===== src/rtl/aahs_pkg.sv =====
// Shared types and constants for the accessory authentication handshake block.
// No dependencies; aahs_step and the top level import this package.
package aahs_pkg;

    typedef enum logic [2:0] {
        PH_IDLE     = 3'd0,
        PH_CERTREQ  = 3'd1,
        PH_CERTSENT = 3'd2,
        PH_CHALRECV = 3'd3,
        PH_SIGNED   = 3'd4,
        PH_COMPLETE = 3'd5,
        PH_ERROR    = 3'd6
    } phase_t;

    localparam logic [1:0] MODE_MSG   = 2'd0;
    localparam logic [1:0] MODE_TICK  = 2'd1;
    localparam logic [1:0] MODE_START = 2'd2;

    localparam logic [15:0] ID_CERT_REQ  = 16'hAA00;
    localparam logic [15:0] ID_CHAL_REQ  = 16'hAA02;
    localparam logic [15:0] ID_SUCCEEDED = 16'hAA04;
    localparam logic [15:0] ID_FAILED    = 16'hAA05;

    localparam logic [15:0] TLV_HDR_LEN   = 16'd4;
    localparam logic [15:0] MAX_CHALLENGE = 16'd256;

    localparam logic CFG_MAX_RETRIES   = 1'b0;
    localparam logic CFG_TIMEOUT_TICKS = 1'b1;

    localparam logic [3:0] MAX_RETRIES_RST   = 4'd3;
    localparam logic [7:0] TIMEOUT_TICKS_RST = 8'd5;
    localparam logic [7:0] TICKS_SAT         = 8'hFF;

    typedef struct packed {
        logic [1:0]  mode;
        logic [15:0] msg_id;
        logic [15:0] tlv_length;
        logic [15:0] payload_len;
        logic        cert_ok;
        logic        sign_ok;
    } item_t;

    typedef struct packed {
        logic       refused;
        logic       cert_tx;
        logic       send_response;
        logic [8:0] challenge_length;
        logic       done_valid;
        logic       done_pass;
        logic [2:0] phase_now;
        logic [3:0] retries_used;
    } result_t;

    typedef struct packed {
        phase_t     phase;
        logic [3:0] retry_counter;
        logic [7:0] idle_ticks;
    } state_t;

    typedef struct packed {
        logic [3:0] max_retries;
        logic [7:0] timeout_ticks;
    } cfg_t;

endpackage


===== src/rtl/aahs_item_if.sv =====
// Input item channel of the authentication handshake block.
// Plain valid/ready handshake; field widths follow the item format.
interface aahs_item_if;
    logic        valid;
    logic        ready;
    logic [1:0]  mode;
    logic [15:0] msg_id;
    logic [15:0] tlv_length;
    logic [15:0] payload_len;
    logic        cert_ok;
    logic        sign_ok;

    modport source (output valid, mode, msg_id, tlv_length, payload_len, cert_ok, sign_ok,
                    input ready);
    modport sink (input valid, mode, msg_id, tlv_length, payload_len, cert_ok, sign_ok,
                  output ready);
endinterface


===== src/rtl/aahs_result_if.sv =====
// Result item channel of the authentication handshake block.
// Plain valid/ready handshake; field widths follow the result format.
interface aahs_result_if;
    logic       valid;
    logic       ready;
    logic       refused;
    logic       cert_tx;
    logic       send_response;
    logic [8:0] challenge_length;
    logic       done_valid;
    logic       done_pass;
    logic [2:0] phase_now;
    logic [3:0] retries_used;

    modport source (output valid, refused, cert_tx, send_response, challenge_length,
                    done_valid, done_pass, phase_now, retries_used,
                    input ready);
    modport sink (input valid, refused, cert_tx, send_response, challenge_length,
                  done_valid, done_pass, phase_now, retries_used,
                  output ready);
endinterface


===== src/rtl/aahs_cfg_if.sv =====
// Configuration write channel: register index and write data with valid/ready.
// Index 0 is max_retries, index 1 is timeout_ticks.
interface aahs_cfg_if;
    logic       valid;
    logic       ready;
    logic       index;
    logic [7:0] data;

    modport source (output valid, index, data, input ready);
    modport sink (input valid, index, data, output ready);
endinterface


===== src/rtl/aahs_step.sv =====
// Combinational step of the handshake controller: next state and result
// for one item. Depends on aahs_pkg.
module aahs_step (
    input  aahs_pkg::item_t   item,
    input  aahs_pkg::state_t  cur,
    input  aahs_pkg::cfg_t    cfg,
    output aahs_pkg::state_t  nxt,
    output aahs_pkg::result_t res
);
    import aahs_pkg::*;

    logic        can_retry;
    logic [3:0]  retry_inc;
    logic [15:0] chal;
    logic        chal_bad;
    logic [7:0]  ticks_inc;
    logic [7:0]  limit;
    logic        tick_active;

    assign can_retry = cur.retry_counter < cfg.max_retries;
    assign retry_inc = cur.retry_counter + 4'd1;
    assign chal      = item.tlv_length - TLV_HDR_LEN;
    assign chal_bad  = (item.payload_len < TLV_HDR_LEN) || (item.tlv_length < TLV_HDR_LEN)
                    || (item.tlv_length > item.payload_len)
                    || (chal == 16'd0) || (chal > MAX_CHALLENGE);
    assign ticks_inc = (cur.idle_ticks == TICKS_SAT) ? TICKS_SAT : cur.idle_ticks + 8'd1;
    assign limit     = (cfg.timeout_ticks == 8'd0) ? 8'd1 : cfg.timeout_ticks;
    assign tick_active = (cur.phase != PH_IDLE) && (cur.phase != PH_COMPLETE)
                      && (cur.phase != PH_ERROR);

    always_comb
    begin
        state_t  s;
        result_t r;
        s = cur;
        r = '0;
        case (item.mode)
            MODE_MSG:
            begin
                case (item.msg_id)
                    ID_CERT_REQ:
                    begin
                        if (cur.phase == PH_CERTREQ || cur.phase == PH_CERTSENT)
                        begin
                            if (!item.cert_ok)
                            begin
                                s.phase = PH_ERROR;
                                s.idle_ticks = '0;
                                r.done_valid = 1'b1;
                            end
                            else
                            begin
                                r.cert_tx = 1'b1;
                                s.retry_counter = '0;
                                s.phase = PH_CERTSENT;
                                s.idle_ticks = '0;
                            end
                        end
                    end
                    ID_CHAL_REQ:
                    begin
                        if (cur.phase == PH_CERTSENT || cur.phase == PH_CHALRECV)
                        begin
                            s.phase = PH_CHALRECV;
                            s.idle_ticks = '0;
                            if (chal_bad)
                            begin
                                s.phase = PH_ERROR;
                                r.done_valid = 1'b1;
                            end
                            else
                            begin
                                r.challenge_length = chal[8:0];
                                if (item.sign_ok)
                                begin
                                    r.send_response = 1'b1;
                                    s.retry_counter = '0;
                                    s.phase = PH_SIGNED;
                                end
                                else if (can_retry)
                                begin
                                    s.retry_counter = retry_inc;
                                end
                                else
                                begin
                                    s.phase = PH_ERROR;
                                    r.done_valid = 1'b1;
                                end
                            end
                        end
                    end
                    ID_SUCCEEDED:
                    begin
                        s.phase = PH_COMPLETE;
                        s.idle_ticks = '0;
                        r.done_valid = 1'b1;
                        r.done_pass = 1'b1;
                    end
                    ID_FAILED:
                    begin
                        s.idle_ticks = '0;
                        if (can_retry)
                        begin
                            s.retry_counter = retry_inc;
                            s.phase = PH_CERTREQ;
                        end
                        else
                        begin
                            s.phase = PH_ERROR;
                            r.done_valid = 1'b1;
                        end
                    end
                    default:
                    begin
                        r.refused = 1'b1;
                    end
                endcase
            end
            MODE_TICK:
            begin
                if (tick_active)
                begin
                    if (ticks_inc < limit)
                    begin
                        s.idle_ticks = ticks_inc;
                    end
                    else if (can_retry)
                    begin
                        s.retry_counter = retry_inc;
                        s.idle_ticks = '0;
                        r.cert_tx = (cur.phase == PH_CERTSENT) && item.cert_ok;
                    end
                    else
                    begin
                        s.phase = PH_ERROR;
                        s.idle_ticks = '0;
                        r.done_valid = 1'b1;
                    end
                end
            end
            MODE_START:
            begin
                if (cur.phase != PH_IDLE)
                begin
                    r.refused = 1'b1;
                end
                else
                begin
                    s.retry_counter = '0;
                    s.phase = PH_CERTREQ;
                    s.idle_ticks = '0;
                end
            end
            default:
            begin
                s = cur;
            end
        endcase
        r.phase_now = s.phase;
        r.retries_used = s.retry_counter;
        nxt = s;
        res = r;
    end

endmodule


===== src/rtl/accessory_auth_handshake_fsm.sv =====
// Accessory authentication handshake controller, top level.
// Path: input register, result register; phase/retry/tick update is combinational.
// Throughput: one item per cycle while result_out is not stalled.
// Reset: phase idle, counters zero, max_retries 3, timeout_ticks 5, both channels empty.
// Depends on aahs_pkg, aahs_item_if, aahs_result_if, aahs_cfg_if and aahs_step.
module accessory_auth_handshake_fsm (
    input  logic          clk,
    input  logic          rst_n,
    aahs_item_if.sink     item_in,
    aahs_result_if.source result_out,
    aahs_cfg_if.sink      cfg
);
    import aahs_pkg::*;

    logic    in_valid_reg;
    item_t   item_reg;
    logic    res_valid_reg;
    result_t res_reg;
    state_t  state_reg;
    state_t  state_next;
    result_t res_next;
    cfg_t    cfg_reg;
    item_t   item_bus;
    logic    advance;
    logic    fire;

    assign item_bus = '{mode: item_in.mode, msg_id: item_in.msg_id,
                        tlv_length: item_in.tlv_length, payload_len: item_in.payload_len,
                        cert_ok: item_in.cert_ok, sign_ok: item_in.sign_ok};

    // result stage moves when empty or drained this cycle
    assign advance       = !res_valid_reg || result_out.ready;
    assign fire          = in_valid_reg && advance;
    assign item_in.ready = !in_valid_reg || advance;
    assign cfg.ready     = 1'b1;

    aahs_step u_step (
        .item (item_reg),
        .cur  (state_reg),
        .cfg  (cfg_reg),
        .nxt  (state_next),
        .res  (res_next)
    );

    always_ff @(posedge clk or negedge rst_n)
    begin
        if (!rst_n)
        begin
            in_valid_reg  <= 1'b0;
            res_valid_reg <= 1'b0;
            state_reg     <= '{phase: PH_IDLE, retry_counter: 4'd0, idle_ticks: 8'd0};
            cfg_reg       <= '{max_retries: MAX_RETRIES_RST, timeout_ticks: TIMEOUT_TICKS_RST};
        end
        else
        begin
            if (item_in.ready)
                in_valid_reg <= item_in.valid;
            if (advance)
                res_valid_reg <= in_valid_reg;
            if (fire)
                state_reg <= state_next;
            if (cfg.valid)
            begin
                case (cfg.index)
                    CFG_MAX_RETRIES:   cfg_reg.max_retries   <= cfg.data[3:0];
                    CFG_TIMEOUT_TICKS: cfg_reg.timeout_ticks <= cfg.data;
                    default:           cfg_reg <= cfg_reg;
                endcase
            end
        end
    end

    always_ff @(posedge clk)
    begin
        if (item_in.valid && item_in.ready)
            item_reg <= item_bus;
        if (fire)
            res_reg <= res_next;
    end

    assign result_out.valid            = res_valid_reg;
    assign result_out.refused          = res_reg.refused;
    assign result_out.cert_tx          = res_reg.cert_tx;
    assign result_out.send_response    = res_reg.send_response;
    assign result_out.challenge_length = res_reg.challenge_length;
    assign result_out.done_valid       = res_reg.done_valid;
    assign result_out.done_pass        = res_reg.done_pass;
    assign result_out.phase_now        = res_reg.phase_now;
    assign result_out.retries_used     = res_reg.retries_used;

endmodule

===== src/flat_wrapper.sv =====
// flat-port wrapper written by rule: the top's interface ports become plain ports
module accessory_auth_handshake_fsm_flat import aahs_pkg::*;
  (clk, rst_n, item_in_valid, item_in_mode, item_in_msg_id, item_in_tlv_length, item_in_payload_len, item_in_cert_ok, item_in_sign_ok, item_in_ready, result_out_valid, result_out_refused, result_out_cert_tx, result_out_send_response, result_out_challenge_length, result_out_done_valid, result_out_done_pass, result_out_phase_now, result_out_retries_used, result_out_ready, cfg_valid, cfg_index, cfg_data, cfg_ready);
  aahs_item_if item_in_i ();
  aahs_result_if result_out_i ();
  aahs_cfg_if cfg_i ();
  input  logic clk;
  input  logic rst_n;
  input wire logic [$bits(item_in_i.valid)-1:0] item_in_valid;
  input wire logic [$bits(item_in_i.mode)-1:0] item_in_mode;
  input wire logic [$bits(item_in_i.msg_id)-1:0] item_in_msg_id;
  input wire logic [$bits(item_in_i.tlv_length)-1:0] item_in_tlv_length;
  input wire logic [$bits(item_in_i.payload_len)-1:0] item_in_payload_len;
  input wire logic [$bits(item_in_i.cert_ok)-1:0] item_in_cert_ok;
  input wire logic [$bits(item_in_i.sign_ok)-1:0] item_in_sign_ok;
  output wire logic [$bits(item_in_i.ready)-1:0] item_in_ready;
  output wire logic [$bits(result_out_i.valid)-1:0] result_out_valid;
  output wire logic [$bits(result_out_i.refused)-1:0] result_out_refused;
  output wire logic [$bits(result_out_i.cert_tx)-1:0] result_out_cert_tx;
  output wire logic [$bits(result_out_i.send_response)-1:0] result_out_send_response;
  output wire logic [$bits(result_out_i.challenge_length)-1:0] result_out_challenge_length;
  output wire logic [$bits(result_out_i.done_valid)-1:0] result_out_done_valid;
  output wire logic [$bits(result_out_i.done_pass)-1:0] result_out_done_pass;
  output wire logic [$bits(result_out_i.phase_now)-1:0] result_out_phase_now;
  output wire logic [$bits(result_out_i.retries_used)-1:0] result_out_retries_used;
  input wire logic [$bits(result_out_i.ready)-1:0] result_out_ready;
  input wire logic [$bits(cfg_i.valid)-1:0] cfg_valid;
  input wire logic [$bits(cfg_i.index)-1:0] cfg_index;
  input wire logic [$bits(cfg_i.data)-1:0] cfg_data;
  output wire logic [$bits(cfg_i.ready)-1:0] cfg_ready;
  assign item_in_i.valid = item_in_valid;
  assign item_in_i.mode = item_in_mode;
  assign item_in_i.msg_id = item_in_msg_id;
  assign item_in_i.tlv_length = item_in_tlv_length;
  assign item_in_i.payload_len = item_in_payload_len;
  assign item_in_i.cert_ok = item_in_cert_ok;
  assign item_in_i.sign_ok = item_in_sign_ok;
  assign item_in_ready = item_in_i.ready;
  assign result_out_valid = result_out_i.valid;
  assign result_out_refused = result_out_i.refused;
  assign result_out_cert_tx = result_out_i.cert_tx;
  assign result_out_send_response = result_out_i.send_response;
  assign result_out_challenge_length = result_out_i.challenge_length;
  assign result_out_done_valid = result_out_i.done_valid;
  assign result_out_done_pass = result_out_i.done_pass;
  assign result_out_phase_now = result_out_i.phase_now;
  assign result_out_retries_used = result_out_i.retries_used;
  assign result_out_i.ready = result_out_ready;
  assign cfg_i.valid = cfg_valid;
  assign cfg_i.index = cfg_index;
  assign cfg_i.data = cfg_data;
  assign cfg_ready = cfg_i.ready;
  accessory_auth_handshake_fsm u_core (.clk(clk), .rst_n(rst_n), .item_in(item_in_i), .result_out(result_out_i), .cfg(cfg_i));
endmodule

===== config.mk =====
export PLATFORM = sky130hd
export DESIGN_NAME = accessory_auth_handshake_fsm_flat
export DESIGN_NICKNAME = d
export VERILOG_FILES = /design/src/rtl/aahs_pkg.sv /design/src/rtl/aahs_item_if.sv /design/src/rtl/aahs_result_if.sv /design/src/rtl/aahs_cfg_if.sv /design/src/rtl/aahs_step.sv /design/src/rtl/accessory_auth_handshake_fsm.sv /design/src/flat_wrapper.sv
export SDC_FILE = /design/constraint.sdc
export NUM_CORES = 1
export LEC_CHECK = 0
export ABC_AREA = 0
export BUFFER_PORTS_ARGS = -buffer_cell sky130_fd_sc_hd__buf_2
export CORE_MARGIN = 2
export CORE_UTILIZATION = 35
export CTS_CLUSTER_DIAMETER = 100
export CTS_CLUSTER_SIZE = 30
export DETAILED_ROUTE_END_ITERATION = 12
export RECOVER_POWER = 50
export SLEW_MARGIN = 30
export SYNTH_ARGS = -nofsm -noshare
export SYNTH_HDL_FRONTEND = slang
export SYNTH_SLANG_ARGS = --single-unit

===== constraint.sdc =====
create_clock -name clk -period 3.2 [get_ports clk]
set_clock_uncertainty 0.05 [all_clocks]
set_input_delay 0.64 -clock clk [delete_from_list [all_inputs] [get_ports clk]]
set_output_delay 0.64 -clock clk [all_outputs]
set_load 0.02 [all_outputs]

Word level (Yosys, flattened, before mapping)
Cells that the tools add are included.
{ "word_totals": {"register_bits": 102, "in_bits": 66, "wordCells": 120} }
{ "classes": {"order_cmp": 6, "n_eq_ne": 17, "reduce_logical": 26, "addsub": 3, "mux": 43, "n_bitwise": 4} }
{ "ops": {"columns": ["operator", "n"], "rows": [
  ["equality test 16 bit (second input constant)", 4],
  ["two-way mux 15 bit", 4],
  ["one-hot mux 15 bit (3 select lines)", 1],
  ["less-than comparator 16 x 3 -> 1 bit (second input constant)", 2],
  ["two-way mux 8 bit", 3],
  ["one-hot mux 8 bit (3 select lines)", 1],
  ["two-way mux 1 bit", 18],
  ["greater-than comparator 16 bit", 1],
  ["greater-than comparator 16 x 9 -> 1 bit (second input constant)", 1],
  ["logical NOT 16 bit", 1],
  ["subtractor 16 x 3 -> 16 bit (second input constant)", 1],
  ["two-way mux 3 bit", 5],
  ["two-way mux 7 bit", 2],
  ["two-way mux 4 bit", 3],
  ["!= test 3 bit (second input constant)", 4],
  ["one-hot mux 3 bit (4 select lines)", 1],
  ["one-hot mux 4 bit (3 select lines)", 1],
  ["adder 8 x 1 -> 8 bit (second input constant)", 1],
  ["equality test 8 bit (second input constant)", 1],
  ["logical NOT 8 bit", 1],
  ["logical OR 1 bit", 8],
  ["less-than comparator 8 bit", 1],
  ["OR reduction 4 bit", 2],
  ["AND reduction 7 bit", 1],
  ["other kinds (17)", 31]
]} }

Depth between registers and ports, before layout
{ "logic_depth": {"word_depth": 9, "mapped_depth": 14, "ltp_nobuf": 14} }

Cells and area by module
From an unflattened synthesis, not the netlist that was laid out.
{ "unflattened": {"cells_unflattened": 464, "area_unflattened_um2": 5465.2} }
{ "by_module_without_submodules": {"columns": ["mod", "seq_area_each_um2", "n_inst", "cells_per_inst", "area_per_inst_um2"], "rows": [
  ["accessory_auth_handshake_fsm", 2922.8, 1, 141, 3359.5],
  ["aahs_step", 0.0, 1, 323, 2105.8]
]} }

Worst setup path before layout
No wires, ideal clock.
{ "synth_timing": {"kind": "flip-flop to flip-flop", "startpoint": "register u_core.state_reg[0] (netlist bit)", "endpoint": "register u_core.res_reg (netlist bit u_core.result_out.retries_used[0]), data pin", "setup_ns": 0.269, "arrival_ns": 3.170, "period_less_slack_ns": 3.489, "path_slack_ns": -0.289, "path_stages_with_launch": 14, "n_path_buf": 0, "cell_sequence": "dfrtp_1 -> ha_1 -> and2_1 -> nand4_1 -> mux2_2 -> ha_1 -> a21oi_1 -> a21boi_0 -> o31a_1 -> o21ai_2 -> nor3_1 -> a2111o_1 -> a2111oi_4 -> o22ai_1"} }
{ "synth_lines": {"columns": ["item", "line", "source"], "rows": [
  ["start: declaration", "accessory_auth_handshake_fsm.sv:19", "state_t state_reg;"],
  ["start signal: assignment", "accessory_auth_handshake_fsm.sv:51", "state_reg <= '{phase: PH_IDLE, retry_counter: 4'd0, idle_ticks: 8'd0};"],
  ["start signal: assignment", "accessory_auth_handshake_fsm.sv:61", "state_reg <= state_next;"],
  ["end signal: assignment", "accessory_auth_handshake_fsm.sv:78", "res_reg <= res_next;"],
  ["end: declaration", "accessory_auth_handshake_fsm.sv:18", "result_t res_reg;"]
]} }

==> run metrics <==
status complete, but fails checks; failing checks max-capacitance violations, max-slew violations, negative setup slack; number of buffers created by CTS 9; synthesized cell area 5796 µm²; Post-synth EDFFs 73; largest net degree at the start of global routing 51; most frequent CP cell nand4_1; Diodes inserted 0; I/O pin cnt 90; max-capacitance violation count 1; final worst path period need 3.294 ns; Ys Warns 0; number of clock sinks 102; fraction of layout instances using a drive strength above 1 30.62%; Initial Util 35.32%; vias in the first global route 4,611; CP top delay family compound AO/OA/AOI/OAI gates; crit end category register; critical path cell sequence ha_2 -> and2_4 -> nand4_1 -> mux2_4 -> ha_4 -> nand4_1 -> nor2_2 -> o31a_1 -> o21ai_2 -> nor3_2 -> a2111o_1 -> a2111oi_4 -> o22ai_2; sequential power share 50.7%; Syn Nets 633; switching part of the total 27.86%; Clock Root Buffer clkbuf_16; Avg WL per Cell 16.53 µm; TritonCTS clock tree done; Startpoint Class register; initial antenna violation count 0; Slew HR -9.174%; Die Width 132.7 µm; placed cell area 6797 µm²; largest cells by area after synthesis edfxtp_1 (38%), dfrtp_1 (11%), ha_1 (6.5%); Rows 47; RSZ-0062 raised after global routing yes; fmax 303.6 MHz; post-synth top area share 37.82%; CTS Hold Bufs 0; # port buffers 88; Leakage 0.002944 µW; Clock transition at path regs 0.08 ns; maximum vdd drop 0.3125 mV; Synth area leader edfxtp_1; Largest register FFs 52; Worst Setup Path Type register to register; most common cell in the netlist edfxtp_1; core area 16,410 µm²; Synth Register Bits 102; Clock Power Share 33.8%; final instance area 7298 µm²; die area 17,600 µm²; final clock period utilization by the worst path 102.9%; gpl congestion 0.8789; Arr. time, crit path 3.35 ns; Pint 2267 µW; Die H 132.7 µm; post-synthesis cell type count 75; Multi-input gate area 2848 µm²; Top FF cell, synth edfxtp_1; DRC viols 0; CP required 3.26 ns; Comb power frac 15.5%; Nets 767; post-synthesis cell count 537; worst-case clock buffer depth 2; clk_lat worst skew 0.36 ns; Layout area overhead 25.93%; max-slew violation count 30; first-pass GRT wire length 23,820 µm; dpl hpwl 11,230 µm; Psw 875.7 µW; DR vias 4,742; Synth top cells by count edfxtp_1 (73), nor2_1 (48), inv_1 (39); Avg Inst Size Synth 10.79 µm²; Buffers & Inverters on Critical Path 0; final setup margin -0.09372 ns; FF+latch area 2923 µm²; # H-tree levels 3; vias per cell 5.292; crit path max-delay cell type dfrtp_1; Hold Crit Class input port to register; pre-CTS setup slack -0.2052 ns; Pwr per Cell Area 430.6 nW/µm²; DRT iter0 DRCs 257; sequential-to-total area share from yosys stat 50.43%; Slew @ Worst Pin 1.638 ns; drt first pass iters 5; final-report setup violation count 5; GRT overflow 0; GRT Util Overall 16.98%; wirelength, routed 14,810 µm; CP max FO 4; hold_ws 0.3987 ns; Hold Fails Final Rpt 0; asr flop ratio synth 28.43%; ANT nets after route 0; max incr delay on CP 0.39 ns; Filler cells 1,556
[what timing repair did]
action                                  CTS  global route
endpoints found under the setup margin    7            12
endpoints found under the hold margin     0             0
gates resized for setup                  12            25
pin swaps                                 9             6
setup buffers                             3             4
[cells by family after synthesis]
logic type,after synthesis,share of synthesized area [%]
compound gates,147,18.33
xor+xnor,13,1.965
fa+ha+maj,30,6.477
buf+inv,57,3.843
flops,102,50.43
mux,16,3.087
other cells,1,0.06470
simple gates,171,15.80
[final timing paths]
kind | from | end | slack (ns) | cells after the start
worst max-delay path | u_core.state_reg[0]$_DFFE_PN0P_ | u_core.result_out.retries_used[0]$_DFFE_PP_ | -0.09 | 13
max in group asynchronous | rst_n | u_core.cfg_reg[10]$_DFFE_PN0P_ | 1.51 | 1
min in group asynchronous | rst_n | u_core.state_reg[11]$_DFFE_PN0P_ | 0.64 | 1
worst max register to register | u_core.state_reg[0]$_DFFE_PN0P_ | u_core.result_out.retries_used[0]$_DFFE_PP_ | -0.09 | 13
worst min-delay path | item_in_tlv_length[7] | u_core.item_reg[25]$_DFFE_PP_ | 0.40 | 1
worst min register to register | u_core.in_valid_reg$_DFFE_PN0N_ | u_core.result_out.valid$_DFFE_PN0P_ | 0.45 | 1
[layout by cell type (no fill, tap or decap), types with 6 or more instances in the layout]
cell | netlist | final
nand4_1 | 11 | 11
nor2_1 | 48 | 46
clkbuf_16 | 0 | 9
mux2_2 | 11 | 10
a22o_1 | 9 | 9
nor3_1 | 13 | 11
nand3_1 | 14 | 12
ha_1 | 30 | 28
buf_4 | 1 | 49
nor4_1 | 10 | 9
o21ai_0 | 29 | 26
nor2b_1 | 6 | 6
edfxtp_1 | 73 | 73
nand2b_1 | 7 | 7
xnor2_1 | 9 | 8
o211ai_1 | 9 | 9
clkbuf_1 | 12 | 9
inv_1 | 39 | 39
nand2_1 | 34 | 34
a21oi_1 | 30 | 27
buf_2 | 4 | 82
dfrtp_1 | 25 | 25
[final cells by class]
type	instances	share of cell area [%]
sequential	102	40.05
multi-input combinational	378	39.02
timing repair buffer	140	11.23
tap	220	3.772
clock buffer	10	3.137
inverter	40	2.057
clock inverter	6	0.7372
[per-layer routing]
metal | global-route usage, % | part of all wire (%) | up-vias
met5 | 0 | 0 | -
met4 | 7.109 | 2.0 | 0
met3 | 3.448 | 5.9 | 23
met2 | 27.86 | 48 | 169
met1 | 21.89 | 44 | 2247
li1 | - | - | 2303
[per-stage QoR]
stage / TNS [ns] / total power (µW) / util (%) / instances
2_1_floorplan: 0 / 1896 / - / 537
3_3_place_gp: -0.1779 / 2080 / 41.42 / 873
3_5_place_dp: -0.8446 / 2089 / 41.42 / 873
4_1_cts: -0.3140 / 3158 / 43.51 / 892
5_1_grt: -1.190 / 3293 / 44.48 / 896
6_report: -0.3059 / 3143 / 44.48 / 896
[power by group through the flow]
| stage | Sequential (µW) | Clock (µW) | Combinational (µW) |
|---|---|---|---|
| final | 1590 | 1060 | 488 |
| after detailed placement | 1620 | 0 | 469 |
| after global placement | 1620 | 0 | 461 |
| after CTS | 1590 | 1090 | 476 |
| after global routing | 1600 | 1150 | 536 |
| after floorplan | 1620 | 0 | 273 |
Power figures use the tool's default switching activity.
